===== src/hdl/sdc_ram.sv =====
module sdc_ram #(
   parameter int unsigned WIDTH = 8,
   parameter int unsigned DEPTH = 16,
   localparam int unsigned ADDR_BITS = (DEPTH > 1) ? $clog2(DEPTH) : 1
) (
   input  logic                 clock,
   input  logic                 wr_en,
   input  logic [ADDR_BITS-1:0] wr_addr,
   input  logic [WIDTH-1:0]     wr_data,
   input  logic                 rd_en,
   input  logic [ADDR_BITS-1:0] rd_addr,
   output logic [WIDTH-1:0]     rd_data
);

   logic [WIDTH-1:0] mem [DEPTH];
   logic [WIDTH-1:0] rd_data_ff;

   // Write port and registered read port, old data on a same-address collision
   always_ff @(posedge clock) begin
      if (wr_en) begin
         mem[wr_addr] <= wr_data;
      end
      if (rd_en) begin
         rd_data_ff <= mem[rd_addr];
      end
   end

   assign rd_data = rd_data_ff;

endmodule


===== config.mk =====
export PLATFORM = sky130hd
export DESIGN_NAME = sdc_ram
export DESIGN_NICKNAME = d
export VERILOG_FILES = /design/src/hdl/sdc_ram.sv
export SDC_FILE = /design/constraint.sdc
export NUM_CORES = 1
export LEC_CHECK = 0
export BUFFER_PORTS_ARGS = -buffer_cell sky130_fd_sc_hd__buf_2
export CAP_MARGIN = 20
export CORE_MARGIN = 1.5
export CORE_UTILIZATION = 55
export DETAILED_ROUTE_END_ITERATION = 8
export PLACE_DENSITY = 0.84
export SYNTH_ARGS = -nofsm -noshare
export SYNTH_HDL_FRONTEND = slang
export SYNTH_SLANG_ARGS = --single-unit

===== constraint.sdc =====
create_clock -name clock -period 3.8 [get_ports clock]
set_input_delay 0.19 -clock clock [delete_from_list [all_inputs] [get_ports clock]]
set_output_delay 0.19 -clock clock [all_outputs]
set_load 0.02 [all_outputs]

==> results.toml, run 1 <==
[routing]
drc = 0
vias_per_cell = 5.96
num_vias = 2443
wl_per_cell_um = 23.9
routed_wl_um = 9790
dr.pass1.iters = 5
ant_nets = 0
drt_iter0_drc = 283

[power]
vdd_ir_drop_max_v = 0.000320
sw_frac_of_total_pct = 21.4
p_int_mw = 2.70
power_density_nw_per_um2 = 568
leakagePower_nw = 2.01
seqPwrFrac_pct = 49.5
p_sw_uw = 736
p_clk_share_pct = 46.1
combPwrFrac_pct = 4.4

[placement]
globalplace.congestion = 0.750
post-dp-hpwl_um = 5900
io_buffers = 26
dp_slack_ps = 1480

[timing]
finalClockSkew_ps = 5.71
period_needed_ps = 1740
max_freq_ghz = 0.576
hold_viol = 0
rsz0062_at_grt = "no"
max_slew_margin_pct = 33.5
post-route-period-util_pct = 45.7
finalMaxSlewViolations = 0
worst_pin_slew_ps = 998
layout_setup_ws_ps = 2060
finalSetupViolCount = 0
setup_tns_ps = 0

[clock_network]
clk_latency_ps = 510
cts_resized = 0
clock-root-buffer = "clkbuf_8"
cts_hold_buffers = 0
clk_path_buf_depth = 2
path_clk_slew_ps = 60
post_cts_buffers = 0
h-tree-depth = 4
cts_buffers = 17
clock-sinks = 136
cts_tree = "built"

[hold_path]
whs_path_depth = 1
hold_class = "in -> reg"
holdPathEnd = "mem[7][5]"
worstHoldStart = "wr_data[5]"

[final_layout]
drive_gt1_share_pct = 28.8
n_antenna_cell = 0
fill_cells = 564
layout.nets = 287
syn2layout_area_growth_pct = 15.6

[critical_path]
crit_fanout = 32
worstPathArrival_ps = 1990
cp-end-kind = "flip-flop"
r2r_slack_ps = 2270
r2r_end = "rd_data[3]"
crit_type = "in -> reg"
worst_setup_path_start_kind = "input port"
reg2reg_from = "mem[3][3]"
cp_data_required_time_ps = 4060
rr_worst_depth = 3

[floorplanning]
die_area_um2 = 10100
die_x_um = 100
coreArea_um2 = 9240
initial_core_util_pct = 56.6
die_y_um = 100
io_pins = 27
placementRows = 35

[global_route]
grt_pass1_wl_um = 14900
grt_max_degree = 33
grt_usage_pct = 21.8
antenna_found_initial = 0
first_global_vias = 2560
grt_remaining_overflow = 0

[status]
status = "finished, final reports clean"

[job]
drv_cap = 0

[yosys]
synth-adder-area-share_pct = 0
synth_area_um2 = 5230
syn-num-nets = 248
synth_seq_area_share_pct = 78.1
ys_ff_latch = 136
yosysWarningCount = 0
synthSimpleGateAreaFrac_pct = 3.14
netlist_instances = 229
syn_area_per_cell_um2 = 22.8
synth_xor_area_share_pct = 0
synth_cell_types = 18
synthMuxAreaShare_pct = 14.8
synth_compound_area_share_pct = 2.30
synth_top_family_by_area = "multiplexers"
-- metrics by stage --
step	area (um^2)	hold slack (ps)	utilization, %	cells	power, mW
global route	6040	34.1	65.4	410	3.53
finish	6040	58.7	65.4	410	3.43
detailed placement	5460	576	59.1	378	1.88
CTS	6040	37.6	65.4	410	3.45
global placement	5460	572	59.1	378	1.88
floorplan	5230	289	-	229	1.82
-- worst max-delay path, cell delays in order --
cell	delay [ps]
buf_2	740
mux4_1	650
a22oi_1	310
nand2_1	80
-- routing by layer --
layer  track usage [%]  up-vias  share of wire [%]  wire (um)
li1                  -     1058                  -          -
met4              8.88        0                1.3        129
met3              6.24        6                7.9        778
met1              29.9     1252                 39       3790
met5                 0        -                  0          0
met2              33.6      127                 52       5090
-- registers in the layout, indices dropped and copies added, names as in the netlist --
register  flops
mem         128
rd_data       8
-- worst max path at each step --
stage	to	depth (start not counted)	start
finish	rd_data[4]	4	rd_addr[0]
CTS	rd_data[4]	4	rd_addr[0]
global route	rd_data[4]	4	rd_addr[0]
floorplan	mem[0][0]	2	wr_addr[2]
detailed placement	rd_data[4]	4	rd_addr[0]
global placement	rd_data[4]	4	rd_addr[0]
-- cell families (layout without fill, tap and decap cells) --
kind of cell    Yosys count  count (layout)
flops                   136             136
simple gates             35              35
mux                      32              32
compound gates           16              16
buf+inv                  10              62
-- Yosys cell counts --
cell type	count	area share, %
a22oi_1	16	2.3
and2_1	1	0.12
and2b_1	1	0.14
buf_2	3	0.29
buf_4	1	0.14
buf_6	3	0.65
clkdlybuf4s25_2	3	0.57
edfxtp_1	136	78
mux4_1	14	7.0
mux4_2	18	7.8
nand2_1	9	0.65
nand2b_1	2	0.24
nand3_1	1	0.096
nand3b_1	2	0.29
nor2_1	13	0.93
nor2b_1	1	0.12
nor3_1	4	0.38
or3b_2	1	0.17
-- power by group through the flow --
| stage | Combinational, mW | Sequential, mW | Clock (mW) |
|---|---|---|---|
| floorplan | 0.0853 | 1.74 | 0 |
| global placement | 0.147 | 1.73 | 0 |
| detailed placement | 0.152 | 1.73 | 0 |
| CTS | 0.153 | 1.70 | 1.60 |
| global route | 0.164 | 1.70 | 1.66 |
| finish | 0.151 | 1.70 | 1.58 |
-- layout by cell type, fill, tap and decap left out --
master      instances
mux4_2             18
or3b_2              1
clkinv_2            1
nor2_1             13
clkinvlp_4          3
nor2b_1             1
and2b_1             1
nand2b_1            2
clkinv_4            3
clkbuf_16          16
mux4_1             14
clkbuf_8            1
buf_4               4
a22oi_1            16
inv_6               6
nand3b_1            2
nor3_1              4
buf_2              26
and2_1              1
nand3_1             1
bufinv_16           2
nand2_1             9
edfxtp_1          136
-- final cells by class --
| cell class | count | area (um^2) | share of cell area (%) |
|---|---|---|---|
| Tap cell | 129 | 161 | 2.67 |
| Timing Repair Buffer | 30 | 160 | 2.65 |
| Multi-Input combinational cell | 83 | 1060 | 17.5 |
| Clock buffer | 17 | 414 | 6.85 |
| Clock inverter | 15 | 166 | 2.75 |
| Sequential cell | 136 | 4080 | 67.6 |
(Power assumes the default switching activity.)
==> run 2: changes to the inputs <==
Settings changed: ABC_AREA from default to 1.
Clock period 3.8 ns to 1.8 ns, I/O delays scaled along.
==> results.toml, run 2 <==
[critical_path]
crit_type = "reg -> out"
crit_fanout = 1
cp_data_required_time_ps = 1710
slowest_stage = "edfxtp_1"
cp-end-kind = "primary output"
crit_cells = 1
r2r_slack_ps = 630
worst_setup_path_start_kind = "flip-flop"
r2r_end = "rd_data[7]"
crit_family = "flip-flops"
reg2reg_from = "mem[3][7]"
worstPathArrival_ps = 1090
path_buf_inv = 1
worst_path_largest_cell_delay_ps = 400
path_cells = "buf_2"
rr_worst_depth = 6

[timing]
max_slew_margin_pct = 51.6
post-route-period-util_pct = 65.8
layout_setup_ws_ps = 616
finalMaxSlewViolations = 0
worst_pin_slew_ps = 724
hold_viol = 0
finalClockSkew_ps = 5.95
period_needed_ps = 1180
finalSetupViolCount = 0
setup_tns_ps = 0
rsz0062_at_grt = "no"
max_freq_ghz = 0.844

[global_route]
grt_remaining_overflow = 0
grt_max_degree = 65
grt_usage_pct = 24.8
antenna_found_initial = 0
grt_pass1_wl_um = 20400
first_global_vias = 3936

[yosys]
synthSimpleGateAreaFrac_pct = 20.8
ys.flop_type = "edfxtp_1"
netlist_instances = 551
synth_top_area_share_pct = 69.8
yosysWarningCount = 0
yosysMostFrequentCell = "nand2_1"
synth_edf_count = 136
async_flop_share_pct = 0
syn_area_per_cell_um2 = 10.6
synth_cell_types = 11
synthMuxAreaShare_pct = 0
synth.area.top_cells = "edfxtp_1, nand2_1, nand3_1"
ys_ff_latch = 136
synth_top_family_by_area = "simple AND/OR/NAND/NOR gates"
ys_top_cells_by_count = "nand2_1, edfxtp_1, inv_1"
synth_seq_area_share_pct = 69.8
synth_area_um2 = 5850
synth-adder-area-share_pct = 0
synth_compound_area_share_pct = 0
yosysTopAreaCell = "edfxtp_1"
syn-num-nets = 570
synth_xor_area_share_pct = 0

[routing]
routed_wl_um = 13000
ant_nets = 0
dr.pass1.iters = 5
drt_iter0_drc = 419
vias_per_cell = 5.44
wl_per_cell_um = 17.7
num_vias = 4005
drc = 0

[floorplanning]
coreArea_um2 = 10300
die_x_um = 106
die_y_um = 106
initial_core_util_pct = 56.6
placementRows = 37
die_area_um2 = 11300
io_pins = 27

[placement]
dp_slack_ps = 423
post-dp-hpwl_um = 7990
io_buffers = 26
globalplace.congestion = 0.855

[clock_network]
clk_path_buf_depth = 2
path_clk_slew_ps = 60
clock-sinks = 136
cts_buffers = 17
clk_latency_ps = 520
h-tree-depth = 4
post_cts_buffers = 0
cts_resized = 0
clock-root-buffer = "clkbuf_8"
cts_tree = "built"

[final_layout]
n_antenna_cell = 0
layout_common_cells = "nand2_1, edfxtp_1, inv_1, nand3_1, buf_2"
largest_register_ffs = 128
final_common_cell = "nand2_1"
fill_cells = 756
layout.nets = 607
regArea_um2 = 4080
syn2layout_area_growth_pct = 14.0
drive_gt1_share_pct = 11.5
multiInputGateArea_um2 = 1210
top_register = "mem"

[hold_path]
whs_path_depth = 1
hold_class = "in -> reg"
holdPathEnd = "mem[2][0]"
worstHoldStart = "wr_data[0]"

[power]
power_density_nw_per_um2 = 1060
leakagePower_nw = 2.86
power_mw = 7.09
vdd_ir_drop_max_v = 0.000757

[job]
drv_cap = 0

[status]
status = "finished, final reports clean"
## run 2: area by class of cell
class	count	share of cell area (%)
Clock inverter	13	1.63
Timing Repair Buffer	42	4.28
Tap cell	136	2.55
Inverter	102	5.75
Clock buffer	18	6.27
Multi-Input combinational cell	289	18.2
Sequential cell	136	61.3
## run 2: timing repair
action	CTS	global route
endpoints found under the hold margin	37	0
hold buffers	4	0
setup endpoints to repair	0	0
## run 2: routing by layer
layer  track usage [%]  part of all wire [%]  vias up  wire [um]
li1                  -                     -     1860          -
met1              32.1                    39     1904       5080
met2              39.9                    49      214       6430
met3              6.81                   9.4       27       1220
met4              10.1                   2.0        0        261
met5                 0                     0        -          0
## run 2: per-stage QoR
step | area (um^2) | hold WS, ps | instances | util (%)
after detailed placement | 6100 | 458 | 701 | 59.0
after CTS | 6660 | 6.59 | 736 | 64.5
after global placement | 6100 | 454 | 701 | 59.0
after floorplan | 5850 | 189 | 551 | -
final | 6660 | 18.4 | 736 | 64.5
after global routing | 6660 | 3.41 | 736 | 64.5
## run 2: how the worst max path moves through the flow
stage | startpoint | slack [ps] | to
2_1_floorplan | wr_addr[2] | 760 | mem[10][0]
3_3_place_gp | wr_addr[3] | 460 | mem[6][6]
3_5_place_dp | wr_addr[3] | 420 | mem[7][3]
4_1_cts | rd_data[5] | 600 | rd_data[5]
5_1_grt | mem[7][1] | 550 | rd_data[1]
6_report | rd_data[0] | 620 | rd_data[0]
## run 2: kinds of logic (layout without fill, tap and decap cells)
logic type    count (synthesis)  after routing
simple gates                289            289
flops                       136            136
buf+inv                     126            175
## run 2: power by group
group          internal (mW)  switching, mW  total [mW]  leakage, nW
sequential              3.57         0.0211        3.59         1.24
clock                   1.80           1.24        3.05        0.246
combinational          0.126          0.321       0.447         1.38
==> run 3: changes to the inputs <==
Clock period 1.8 ns to 1.1 ns, I/O delays scaled along.
==> results.toml, run 3 (synthesized netlist as in run 2, its figures left out) <==
[global_route]
use_met3_pct = 5.76
first_global_vias = 4026
grt_pass1_wl_um = 20500
grt.busiest_layer = "met2"
met1_usage_pct = 30.9
grt_max_degree = 43
grt_usage_pct = 25.1
grt_remaining_overflow = 0
met2_usage_pct = 42.6
antenna_found_initial = 0

[final_layout]
n_antenna_cell = 0
top_register = "mem"
final_common_cell = "nand2_1"
layout.nets = 627
drive_gt1_share_pct = 23.4
largest_register_ffs = 128
fin_area_um2 = 7250
syn2layout_area_growth_pct = 23.9
fill_cells = 667
layout_common_cells = "nand2_1, edfxtp_1, inv_1, nand3_2, nand3_1"

[floorplanning]
io_pins = 27
die_area_um2 = 11300
initial_core_util_pct = 56.6
coreArea_um2 = 10300
placementRows = 37
die_x_um = 106
die_y_um = 106

[routing]
dr.pass1.iters = 5
num_vias = 4027
drc = 0
ant_nets = 0
routed_wl_um = 13400
vias_per_cell = 5.33
wl_per_cell_um = 17.8
drt_iter0_drc = 404

[critical_path]
worst_setup_path_start_kind = "flip-flop"
slowest_stage = "edfxtp_1"
crit_family = "flip-flops"
path_cells = "buf_6"
path_buf_inv = 1
r2r_end = "rd_data[2]"
reg2reg_from = "mem[4][2]"
rr_worst_depth = 6
cp_data_required_time_ps = 1040
cp-end-kind = "primary output"
worst_path_largest_cell_delay_ps = 430
crit_fanout = 1
worstPathArrival_ps = 1120
crit_type = "reg -> out"
r2r_slack_ps = -40
crit_path_start = "rd_data[1]"

[power]
seqPwrFrac_pct = 47.1
vdd_ir_drop_max_v = 0.00107
p_int_mw = 9.79
power_density_nw_per_um2 = 1720
p_sw_mw = 2.70
p_clk_share_pct = 45.7
leakagePower_nw = 3.14
combPwrFrac_pct = 7.2
sw_frac_of_total_pct = 21.6

[clock_network]
cts_tree = "built"
cts_buffers = 17
path_clk_slew_ps = 60
clock-root-buffer = "clkbuf_8"
clock-sinks = 136
clk_latency_ps = 520
h-tree-depth = 4
clk_path_buf_depth = 2

[timing]
hold_viol = 0
layout_setup_ws_ps = -70.0
worst_pin_slew_ps = 734
max_freq_ghz = 0.855
max_slew_margin_pct = 51.0
finalMaxSlewViolations = 0
period_needed_ps = 1170
post-route-period-util_pct = 106
rsz0062_at_grt = "yes"
finalClockSkew_ps = 9.34
finalSetupViolCount = 11

[job]
drv_cap = 0

[placement]
globalplace.congestion = 0.892
post_dp_cell_area_um2 = 6230
post-dp-hpwl_um = 7900
dp_slack_ps = -187
io_buffers = 26

[hold_path]
holdPathEnd = "rd_data[0]"
hold_class = "in -> reg"
whs_path_depth = 5
worstHoldStart = "rd_addr[2]"

[status]
status = "complete, but fails checks"
violations = "negative setup slack"
run 3: cell count changes in the layout (fill, tap and decap cells not counted), moves of 2 or more:
cell / before / now
buf_12: 2 / 4
buf_2: 26 / 18
buf_4: 10 / 22
buf_6: 0 / 8
bufinv_16: 1 / 4
clkinvlp_4: 5 / 1
dlygate4sd3_1: 4 / 10
inv_1: 100 / 97
inv_2: 2 / 5
nand2_1: 173 / 165
nand2_2: 0 / 8
nand3_1: 97 / 46
nand3_2: 0 / 51
run 3: timing repair:
item | CTS | global route
setup buffers | 0 | 0
setup endpoints to repair | 14 | 16
gates resized for setup | 21 | 57
pin swaps | 2 | 32
endpoints found under the hold margin | 137 | 0
hold buffers | 10 | 0
run 3: metrics by stage:
stage	hold WS (ps)	setup TNS, ps	instances	util (%)	power [mW]
after floorplan	154	0	551	-	6.41
after global placement	418	-763	715	60.3	6.69
after detailed placement	426	-1140	715	60.3	6.72
after CTS	124	-255	756	67.9	12.4
after global routing	140	-761	756	70.2	12.8
final	135	-268	756	70.2	12.5
run 3: worst max-delay path by stage:
stage,end,cells past startpoint,slack (ps)
final,rd_data[1],1,-70
after global routing,rd_data[2],6,-80
after CTS,rd_data[1],1,-70
after detailed placement,rd_data[7],6,-190
after global placement,rd_data[1],6,-120
after floorplan,mem[4][0],2,90
run 3: routing by layer:
metal	share of wire [%]	up-vias	wire [um]
met1	39	1941	5300
met4	2.6	0	343
met2	52	161	6990
li1	-	1898	-
met5	0	-	0
met3	5.9	27	799
run 3: final cells by class:
| type | instances | area (um^2) | share of cell area [%] |
|---|---|---|---|
| Inverter | 102 | 383 | 5.28 |
| Tap cell | 136 | 170 | 2.35 |
| Sequential cell | 136 | 4080 | 56.4 |
| Clock buffer | 17 | 414 | 5.71 |
| Multi-Input combinational cell | 289 | 1490 | 20.5 |
| Timing Repair Buffer | 62 | 526 | 7.25 |
| Clock inverter | 14 | 181 | 2.50 |
run 3: power by group through the flow:
stage | logic, mW | clock network (mW) | registers (mW)
finish | 0.899 | 5.71 | 5.88
global placement | 0.719 | 0 | 5.97
detailed placement | 0.743 | 0 | 5.98
CTS | 0.812 | 5.74 | 5.88
global route | 0.974 | 5.97 | 5.89
floorplan | 0.409 | 0 | 6.00
