[config.mk]
export PLATFORM = sky130hd
export DESIGN_NAME = sdc_rsp_queue
export DESIGN_NICKNAME = d
export VERILOG_FILES = /design/src/hdl/sdc_pkg.sv /design/src/hdl/sdc_rsp_queue.sv
export SDC_FILE = /design/constraint.sdc
export NUM_CORES = 1
export LEC_CHECK = 0
export ABC_AREA = 1
export BUFFER_PORTS_ARGS = -buffer_cell sky130_fd_sc_hd__buf_2
export CELL_PAD_IN_SITES_DETAIL_PLACEMENT = 1
export CELL_PAD_IN_SITES_GLOBAL_PLACEMENT = 1
export CORE_MARGIN = 5
export CORE_UTILIZATION = 39
export CTS_BUF_LIST = sky130_fd_sc_hd__clkbuf_4 sky130_fd_sc_hd__clkbuf_8
export CTS_CLUSTER_DIAMETER = 80
export DETAILED_ROUTE_END_ITERATION = 10
export PLACE_DENSITY_LB_ADDON = 0.1
export SLEW_MARGIN = 20
export SYNTH_ARGS = -nofsm -noshare
export SYNTH_HDL_FRONTEND = slang
export SYNTH_SLANG_ARGS = --single-unit
export TNS_END_PERCENT = 100
[constraint.sdc]
create_clock -name clock -period 1.7 [get_ports clock]
set_input_delay 0.255 -clock clock [delete_from_list [all_inputs] [get_ports clock]]
set_output_delay 0.255 -clock clock [all_outputs]
set_load 0.1 [all_outputs]
[src/hdl/sdc_pkg.sv]
package sdc_pkg;

   // Port field widths
   localparam int unsigned VALUE_WIDTH = 10;
   localparam int unsigned CFG_WIDTH   = 9;
   localparam int unsigned OUT_WIDTH   = 9;

   // Key space of the count store
   localparam int unsigned VALUE_BITS = 10;
   localparam int unsigned KEY_COUNT  = 1 << VALUE_BITS;

   // Window limits
   localparam int unsigned WINDOW_MAX = 256;
   localparam int unsigned POS_BITS   = (WINDOW_MAX > 1) ? $clog2(WINDOW_MAX) : 1;
   localparam int unsigned CNT_BITS   = $clog2(WINDOW_MAX + 1);

   localparam logic [CFG_WIDTH-1:0] WINDOW_RESET = CFG_WIDTH'(4);

   // Sequence tag kept next to every count
   localparam int unsigned EPOCH_BITS = 8;
   localparam logic [EPOCH_BITS-1:0] EPOCH_MAX = '1;

   typedef struct packed {
      logic [EPOCH_BITS-1:0] tag;
      logic [CNT_BITS-1:0]   count;
   } count_entry_type;

   localparam int unsigned ENTRY_BITS = EPOCH_BITS + CNT_BITS;

   typedef enum logic {
      ST_CLEAR,
      ST_RUN
   } sdc_state_type;

   // Clamp the programmed window into 1..WINDOW_MAX
   function automatic logic [CNT_BITS-1:0] eff_window(input logic [CFG_WIDTH-1:0] ws);
      logic [CNT_BITS-1:0] w;
      if (ws == '0) begin
         w = CNT_BITS'(1);
      end else if (32'(ws) > 32'(WINDOW_MAX)) begin
         w = CNT_BITS'(WINDOW_MAX);
      end else begin
         w = CNT_BITS'(ws);
      end
      return w;
   endfunction

endpackage

[src/hdl/sdc_rsp_queue.sv]
module sdc_rsp_queue (
   input  logic                          clock,
   input  logic                          reset,
   input  logic                          push,
   input  logic [sdc_pkg::OUT_WIDTH-1:0] push_data,
   output logic                          rsp_valid,
   input  logic                          rsp_stall,
   output logic [sdc_pkg::OUT_WIDTH-1:0] rsp_data,
   output logic [1:0]                    level
);
   import sdc_pkg::*;

   logic                 out_valid_ff, out_valid_in;
   logic [OUT_WIDTH-1:0] out_data_ff, out_data_in;
   logic                 skid_valid_ff, skid_valid_in;
   logic [OUT_WIDTH-1:0] skid_data_ff, skid_data_in;
   logic                 take;

   assign take = out_valid_ff && !rsp_stall;

   // Refill the output word from the skid stage first, then from the pipeline
   always_comb begin
      out_valid_in  = out_valid_ff;
      out_data_in   = out_data_ff;
      skid_valid_in = skid_valid_ff;
      skid_data_in  = skid_data_ff;
      if (!out_valid_ff || take) begin
         if (skid_valid_ff) begin
            out_valid_in  = 1'b1;
            out_data_in   = skid_data_ff;
            skid_valid_in = push;
            skid_data_in  = push_data;
         end else begin
            out_valid_in = push;
            out_data_in  = push_data;
         end
      end else if (push) begin
         skid_valid_in = 1'b1;
         skid_data_in  = push_data;
      end
   end

   always_ff @(posedge clock) begin
      if (reset) begin
         out_valid_ff  <= 1'b0;
         skid_valid_ff <= 1'b0;
      end else begin
         out_valid_ff  <= out_valid_in;
         skid_valid_ff <= skid_valid_in;
      end
      out_data_ff  <= out_data_in;
      skid_data_ff <= skid_data_in;
   end

   assign rsp_valid = out_valid_ff;
   assign rsp_data  = out_data_ff;
   assign level     = {1'b0, out_valid_ff} + {1'b0, skid_valid_ff};

endmodule

==> flow_summary.json, run 1 <==
{
  "cts_tree": "done",
  "period_share": 0.940,
  "cts_resized": 0,
  "cap_viol_max_count": 0,
  "power_frac_seq": 0.541,
  "post_drt_wl_per_cell_um": 12.7,
  "first_pass_iters": 4,
  "ys.flop_type": "edfxtp_1",
  "io_pins": 25,
  "drv_slew": 0,
  "drive_above_1_share": 0.363,
  "start_util": 0.397,
  "place.gp.congestion": 0.741,
  "hold_path.class": "in2reg",
  "hold_buffers": 0,
  "p_int_uw": 719,
  "rsz0062_at_grt": "no",
  "ant_nets": 0,
  "final_cell_area_um2": 970,
  "dp.final_hpwl_mm": 1.14,
  "powerDensity_mw_per_mm2": 1110,
  "die_h_um": 54.2,
  "io_buffers": 24,
  "p_sw_frac": 0.333,
  "critPathKind": "reg2out",
  "period_needed_ps": 1600,
  "wirelength_mm": 1.50,
  "hold_viol_final": 0,
  "syn_inst": 62,
  "synth_fa_ha_area_frac": 0.0164,
  "clock-root-buffer": "clkbuf_4",
  "max_stage_delay_ps": 420,
  "dr.first_iter.drc_count": 2,
  "synth_mux_area_frac": 0,
  "vdd_drop_max_mv": 0.487,
  "crit_path_top_delay_cell": "buf_2",
  "ys.warnings.count": 0,
  "cp-start-kind": "flip-flop",
  "leakage_uw": 0.000446,
  "grt_pass1_wl_mm": 2.39,
  "slew_headroom": 0.675,
  "cp_max_fo": 4,
  "vias_per_cell": 4.52,
  "syn-num-nets": 76,
  "synth_area_um2": 763,
  "synthTopCellsByCount": "nand2_1 (30), edfxtp_1 (18), inv_1 (3)",
  "fin_cells": 118,
  "synthTopCellsByArea": "edfxtp_1 (71%), nand2_1 (15%), dfxtp_1 (5.2%)",
  "synth-edff-count": 18,
  "fmax_mhz": 626,
  "required_ps": 1440,
  "grtUsageTotal": 0.116,
  "yosysUniqueCellTypes": 12,
  "power_uw": 1080,
  "clkLatencyLatePin_ps": 290,
  "cts.sinks": 20,
  "p_comb_frac": 0.237,
  "cts_buffer_depth": 2,
  "antenna_found_initial": 0,
  "worst_slew_pin_slew_ps": 491,
  "rows": 16,
  "syn_to_final_growth_pct": 27.0,
  "yosys.area_share.simple": 0.172,
  "route.detailed.drc": 0,
  "final-setup-viol-count": 0,
  "finalNetCount": 106,
  "synth.largest_area_cell": "edfxtp_1",
  "synth_top_family_by_area": "simple AND/OR/NAND/NOR gates",
  "holdWs_ps": 117,
  "avgSynthCellArea_um2": 12.3,
  "async_flop_share": 0,
  "n_antenna_cell": 0,
  "placed_area_um2": 940,
  "path_clk_slew_ps": 100,
  "core_mm2": 0.00192,
  "endpoint_kind": "output port",
  "fp.dieW_um": 54.2,
  "cts.htree.levels": 1,
  "post-cts-setup-buffers": 0,
  "grt_max_degree": 12,
  "grt-ovfl-total": 0,
  "skew_ps": 4.82,
  "numCtsBuffers": 3,
  "ys_seq_area_frac": 0.761,
  "dp.cells": 114,
  "status": "finished, final reports clean",
  "synth-compound-area-share": 0.0164,
  "synthXorXnorAreaFrac": 0,
  "synth_top_area_frac": 0.708,
  "tns_ps": 0,
  "r2r_setup_slack_ps": 340,
  "yosysMostFrequentCell": "nand2_1",
  "p_switching_uw": 359,
  "crit_chain": "ha_1 > buf_2",
  "cp.arrival_ps": 1340,
  "num_vias": 533,
  "die_area_mm2": 0.00294,
  "first_global_vias": 579,
  "p_clk_frac": 0.223,
  "ys_seq_elements": 20
}
## critical path: cells and delay by family (launching register included)
| kind | cells | cell delay (ps) |
|---|---|---|
| adders and majority gates | 1 | 280 |
| buffers and inverters | 1 | 420 |
| DFF | 1 | 360 |
## logic make-up after synthesis
logic type	count (synthesis)
AOI/OAI and AO/OA	2
adders and majority gates	1
and+or+nand+nor	34
buffers and inverters	5
DFF	20
## state kept, by name (all words and copies together), names as in the netlist
signal and count:
rsp_data 9, rsp_valid 1, skid_valid_ff 1, skid_data_ff 9
## cells in the final DEF, fill, tap and decap left out
cell type,n
nand2_1,30
dfxtp_1,1
a21oi_1,1
ha_1,1
nand2_2,1
buf_12,1
edfxtp_1,18
dfxtp_4,1
inv_1,3
o21a_1,1
nand3_1,1
nor2_1,2
inv_2,1
clkbuf_4,4
buf_2,23
buf_4,2
## final cells by class
class / count / area (um^2)
repair buffers: 26 / 150
flip-flops and latches: 20 / 584
multi-input cells: 37 / 156
fillers: 225 / 952
well taps: 27 / 33.8
clock buffers: 4 / 30.0
inverters: 4 / 15.0
## power groups by stage
stage	sequential [uW]	clock, uW	combinational (uW)
6_report	583	240	255
3_3_place_gp	594	0	255
5_1_grt	586	273	267
4_1_cts	583	255	258
3_5_place_dp	594	0	258
2_1_floorplan	749	0	53.0
## per-stage QoR
step | setup slack (ps) | utilization
finish | 101 | 0.505
global placement | 349 | 0.489
floorplan | 73.8 | -
CTS | 78.5 | 0.505
detailed placement | 308 | 0.489
global route | 9.70 | 0.505
## worst paths after layout
kind,cells past startpoint,end,from
hold reg to reg,2,rsp_data[0],skid_data_ff[0]
setup / recovery,2,level[0],skid_valid_ff
setup reg to reg,3,skid_data_ff[0],rsp_valid
hold / removal,2,rsp_valid,reset
## per-layer routing
metal / vias to the layer above / track usage / routed length (um)
met5: - / 0 / 0
met4: 0 / 0.0498 / 13
met3: 2 / 0.0272 / 89
met2: 16 / 0.215 / 782
met1: 252 / 0.122 / 617
li1: 263 / - / -
Note: power is estimated with default switching activity, not from simulation.
==> inputs of run 2 (changes only) <==
--- a/config.mk
+++ b/config.mk
@@ -6,14 +6,14 @@
 export NUM_CORES = 1
 export LEC_CHECK = 0
 export ABC_AREA = 1
-export BUFFER_PORTS_ARGS = -buffer_cell sky130_fd_sc_hd__buf_2
 export CELL_PAD_IN_SITES_DETAIL_PLACEMENT = 1
 export CELL_PAD_IN_SITES_GLOBAL_PLACEMENT = 1
 export CORE_MARGIN = 5
-export CORE_UTILIZATION = 39
+export CORE_UTILIZATION = 48
 export CTS_BUF_LIST = sky130_fd_sc_hd__clkbuf_4 sky130_fd_sc_hd__clkbuf_8
 export CTS_CLUSTER_DIAMETER = 80
 export DETAILED_ROUTE_END_ITERATION = 10
+export DONT_BUFFER_PORTS = 1
 export PLACE_DENSITY_LB_ADDON = 0.1
 export SLEW_MARGIN = 20
 export SYNTH_ARGS = -nofsm -noshare
==> run 2 against run 1 <==
Net effect: sequential share of layout area increased by 1.5 points; clock skew increased by 13 ps; core utilization increased by 12 points; critical endpoint unchanged; die area decreased by 15%; maximum frequency increased by 2.2%; worst setup slack improved by 35 ps; register-to-register slack about the same; via count decreased by 1.5%; critical path type unchanged; largest cell class unchanged.
==> flow_summary.json, run 2 (synthesis results as in run 1) <==
{
  "endpoint": "level[0]",
  "final_common_cell": "nand2_1",
  "cts_resized": 0,
  "finalNetCount": 95,
  "tns_ps": 0,
  "dp.final_hpwl_mm": 1.28,
  "r2r_end": "skid_data_ff[1]",
  "rows": 14,
  "power_frac_seq": 0.531,
  "period_needed_ps": 1560,
  "grtUsageTotal": 0.160,
  "post_drt_wl_per_cell_um": 19.5,
  "final-seq-area_um2": 584,
  "grt-ovfl-total": 0,
  "cp_max_fo": 12,
  "crit_chain": "buf_4 > ha_1 > buf_12",
  "dp.cells": 91,
  "slew_headroom": 0.747,
  "cp_num_cells": 3,
  "ant_nets": 0,
  "die_area_mm2": 0.00249,
  "rsz0062_at_grt": "no",
  "layout_common_cells": "nand2_1 (30), edfxtp_1 (18), buf_4 (12), clkbuf_4 (4), inv_1 (3)",
  "p_comb_frac": 0.243,
  "p_sw_frac": 0.335,
  "place.gp.congestion": 0.736,
  "cap_viol_max_count": 0,
  "critPathKind": "reg2out",
  "cts.htree.levels": 1,
  "fillCellCount": 149,
  "critPathTopFamily": "buffers and inverters",
  "period_share": 0.920,
  "grt_max_degree": 13,
  "io_pins": 25,
  "cp.arrival_ps": 1310,
  "powerDensity_mw_per_mm2": 1160,
  "leakage_uw": 0.000415,
  "num_vias": 525,
  "multi_input_area_um2": 156,
  "drive_above_1_share": 0.263,
  "wirelength_mm": 1.87,
  "vias_per_cell": 5.47,
  "vdd_drop_max_mv": 0.800,
  "start_util": 0.507,
  "core_mm2": 0.00151,
  "endpoint_kind": "output port",
  "p_switching_uw": 369,
  "drv_slew": 0,
  "io_buffers": 0,
  "n_antenna_cell": 0,
  "cts.sinks": 20,
  "grt_pass1_wl_mm": 2.91,
  "hold_depth": 0,
  "hold_path.class": "in2reg",
  "required_ps": 1440,
  "first_pass_iters": 4,
  "r2r_setup_slack_ps": 340,
  "crit_path_start": "skid_valid_ff",
  "final-setup-viol-count": 0,
  "cts_tree": "done",
  "p_clk_frac": 0.226,
  "antenna_found_initial": 0,
  "numCtsBuffers": 3,
  "r2r_start": "rsp_valid",
  "syn_to_final_growth_pct": 23.9,
  "die_h_um": 49.9,
  "hold_viol_final": 0,
  "worst_slew_pin_slew_ps": 380,
  "status": "finished, final reports clean",
  "fin_cells": 96,
  "skew_ps": 18.3,
  "max_stage_delay_ps": 330,
  "clkLatencyLatePin_ps": 300,
  "crit_path_top_delay_cell": "dfxtp_1",
  "first_global_vias": 581,
  "critical_path_buf_inv_count": 2,
  "dr.first_iter.drc_count": 17,
  "cp-start-kind": "flip-flop",
  "path_clk_slew_ps": 120,
  "ff2ff_path_depth": 3,
  "fp.dieW_um": 49.9,
  "route.detailed.drc": 0,
  "clock-root-buffer": "clkbuf_4",
  "fmax_mhz": 640,
  "cts_buffer_depth": 2,
  "p_int_uw": 732
}
==> run 2: cell types whose count changed in the layout (fill, tap and decap cells not counted) <==
cell           before  now
dlygate4sd3_1       0    1
buf_2              23    0
buf_4               2   12
buf_12              1    2
==> run 2: metrics by stage <==
step	setup WS (ps)	area [um^2]	hold WS, ps	power, uW	utilization
after CTS	121	936	0.971	1110	0.621
after detailed placement	374	906	317	860	0.601
after global placement	419	906	317	853	0.601
after floorplan	73.8	767	314	801	-
final	136	946	35.5	1100	0.628
after global routing	65.5	946	19.2	1150	0.628
==> run 2: layer usage <==
metal  vias to the layer above  wire length, um  track usage  part of all wire
li1                        242                -            -                 -
met1                       258              704        0.193              0.38
met2                        21             1030        0.284              0.55
met5                         -                0            0                 0
met3                         4              112       0.0271             0.060
met4                         0               23       0.0524             0.012
==> run 2: what timing repair did <==
| action | 4_1_cts | 5_1_grt |
|---|---|---|
| buffers inserted | 0 | 0 |
| hold buffers | 0 | 1 |
| endpoints found under the hold margin | 0 | 1 |
==> run 2: power by group through the flow <==
stage | Sequential (uW) | Combinational [uW] | Clock, uW
6_report | 585 | 267 | 248
5_1_grt | 589 | 276 | 282
4_1_cts | 586 | 267 | 255
3_5_place_dp | 595 | 265 | 0
3_3_place_gp | 593 | 260 | 0
2_1_floorplan | 749 | 53.0 | 0
==> run 2: worst min path at each step <==
stage	end	slack, ps	startpoint
2_1_floorplan	rsp_valid	310	reset
3_3_place_gp	rsp_valid	320	reset
6_report	skid_data_ff[3]	40	push_data[3]
4_1_cts	rsp_valid	1	reset
5_1_grt	skid_data_ff[7]	20	push_data[7]
3_5_place_dp	rsp_valid	320	reset
==> run 2: area by class of cell <==
type,count,area share
inverter,4,0.0159
multi-input combinational,37,0.165
tap,16,0.0212
sequential,20,0.618
clock buffer,4,0.0317
timing repair buffer,15,0.148
==> inputs of run 3 (changes only) <==
--- a/config.mk
+++ b/config.mk
@@ -14,7 +14,7 @@
 export CTS_CLUSTER_DIAMETER = 80
 export DETAILED_ROUTE_END_ITERATION = 10
 export DONT_BUFFER_PORTS = 1
-export PLACE_DENSITY_LB_ADDON = 0.1
+export PLACE_DENSITY = 0.87
 export SLEW_MARGIN = 20
 export SYNTH_ARGS = -nofsm -noshare
 export SYNTH_HDL_FRONTEND = slang
==> run 3 against run 2 <==
Net effect: non-clock buffer count stayed put; cell count is the same; sequential share of layout area fell by 1.4 points; worst setup slack improved by 28 ps; sequential power barely moved; combinational power barely moved; die area unchanged; wire length is 4.7% lower; core utilization is 1.5 points higher; clock skew decreased by 18 ps; critical path type unchanged; highest routed layer unchanged.
==> flow_summary.json, run 3 (synthesis results as in run 1) <==
{
  "vias_per_cell": 5.21,
  "numCtsBuffers": 3,
  "num_vias": 500,
  "dp.final_hpwl_mm": 1.34,
  "drive_above_1_share": 0.263,
  "place_ws_ps": 284,
  "n_antenna_cell": 0,
  "io_pins": 25,
  "layout_common_cells": "nand2_1 (30), edfxtp_1 (18), buf_4 (12), inv_1 (3), clkbuf_4 (3)",
  "start_util": 0.507,
  "die_area_mm2": 0.00249,
  "powerDensity_mw_per_mm2": 1280,
  "rows": 14,
  "crit_chain": "ha_1 > buf_12",
  "antenna_found_initial": 0,
  "grtUsageTotal": 0.165,
  "worst_slew_pin_slew_ps": 399,
  "leakage_uw": 0.000425,
  "slew_headroom": 0.734,
  "status": "finished, final reports clean",
  "dr.first_iter.drc_count": 10,
  "hold_viol_final": 0,
  "fmax_mhz": 651,
  "critical_path_buf_inv_count": 1,
  "critPathTopFamily": "flip-flops",
  "dp.cells": 91,
  "hold_path.class": "in2reg",
  "drv_slew": 0,
  "ant_nets": 0,
  "vdd_drop_max_mv": 0.753,
  "power_uw": 1240,
  "wirelength_mm": 1.78,
  "io_buffers": 0,
  "final_common_cell": "nand2_1",
  "cts.sinks": 20,
  "place.gp.congestion": 0.745,
  "endpoint_kind": "output port",
  "cp_max_fo": 5,
  "crit_path_top_delay_cell": "dfxtp_1",
  "rsz0062_at_grt": "no",
  "period_needed_ps": 1540,
  "post_drt_wl_per_cell_um": 18.6,
  "clkLatencyLatePin_ps": 300,
  "cts_buffer_depth": 2,
  "route.detailed.drc": 0,
  "clock-root-buffer": "clkbuf_4",
  "first_global_vias": 575,
  "holdWs_ps": 37.0,
  "grt_max_degree": 13,
  "cts_tree": "done",
  "skew_ps": 0.739,
  "cts_resized": 0,
  "die_h_um": 49.9,
  "cap_viol_max_count": 0,
  "critPathKind": "reg2out",
  "path_clk_slew_ps": 110,
  "post-cts-setup-buffers": 0,
  "core_mm2": 0.00151,
  "cp.arrival_ps": 1280,
  "fillCellCount": 153,
  "cts.htree.levels": 1,
  "setup_ws_ps": 164,
  "required_ps": 1440,
  "tns_ps": 0,
  "fin_cells": 96,
  "finalNetCount": 95,
  "syn_to_final_growth_pct": 26.9,
  "fp.dieW_um": 49.9,
  "max_stage_delay_ps": 460,
  "grt-ovfl-total": 0,
  "hold_buffers": 1,
  "grt_pass1_wl_mm": 2.94,
  "first_pass_iters": 2,
  "cp-start-kind": "flip-flop",
  "period_share": 0.903,
  "final-setup-viol-count": 0
}
-- run 3: layout make-up --
| class | count | area, um^2 | share of cell area |
|---|---|---|---|
| Tap cell | 16 | 20.0 | 0.0207 |
| Multi-Input combinational cell | 37 | 156 | 0.161 |
| Inverter | 4 | 15.0 | 0.0155 |
| Clock buffer | 3 | 22.5 | 0.0233 |
| Timing Repair Buffer | 15 | 140 | 0.145 |
| Clock inverter | 1 | 30.0 | 0.0310 |
| Sequential cell | 20 | 584 | 0.603 |
-- run 3: path summary, 6_finish.rpt --
kind,from,endpoint,slack (ps),depth (start not counted)
setup / recovery,skid_valid_ff,level[0],160,2
hold / removal,push_data[0],skid_data_ff[0],40,0
setup reg to reg,skid_valid_ff,skid_data_ff[5],260,3
hold reg to reg,skid_data_ff[6],rsp_data[6],540,2
-- run 3: worst reg2reg max path, stage by stage (launching register included) --
cell     delay [ps]
dfxtp_1         460
inv_2           160
nand2_2         110
o21a_1          370
-- run 3: metrics by stage --
| stage | instance area, um^2 | util |
|---|---|---|
| floorplan | 767 | - |
| global placement | 906 | 0.601 |
| detailed placement | 906 | 0.601 |
| CTS | 968 | 0.643 |
| global route | 968 | 0.643 |
| finish | 968 | 0.643 |
-- run 3: metal layers --
metal  up-vias  GRT usage  wire, um
li1        240          -         -
met1       237      0.182       668
met2        19      0.278       944
met3         4     0.0663       127
met4         0     0.0655        41
met5         -          0         0
-- run 3: where the power goes --
group	leakage (uW)	total, uW	switching (uW)	internal [uW]
logic	0.000203	266	215	51.1
clock network	0.0000279	385	147	239
registers	0.000194	587	12.9	574
total	0.000425	1240	374	863
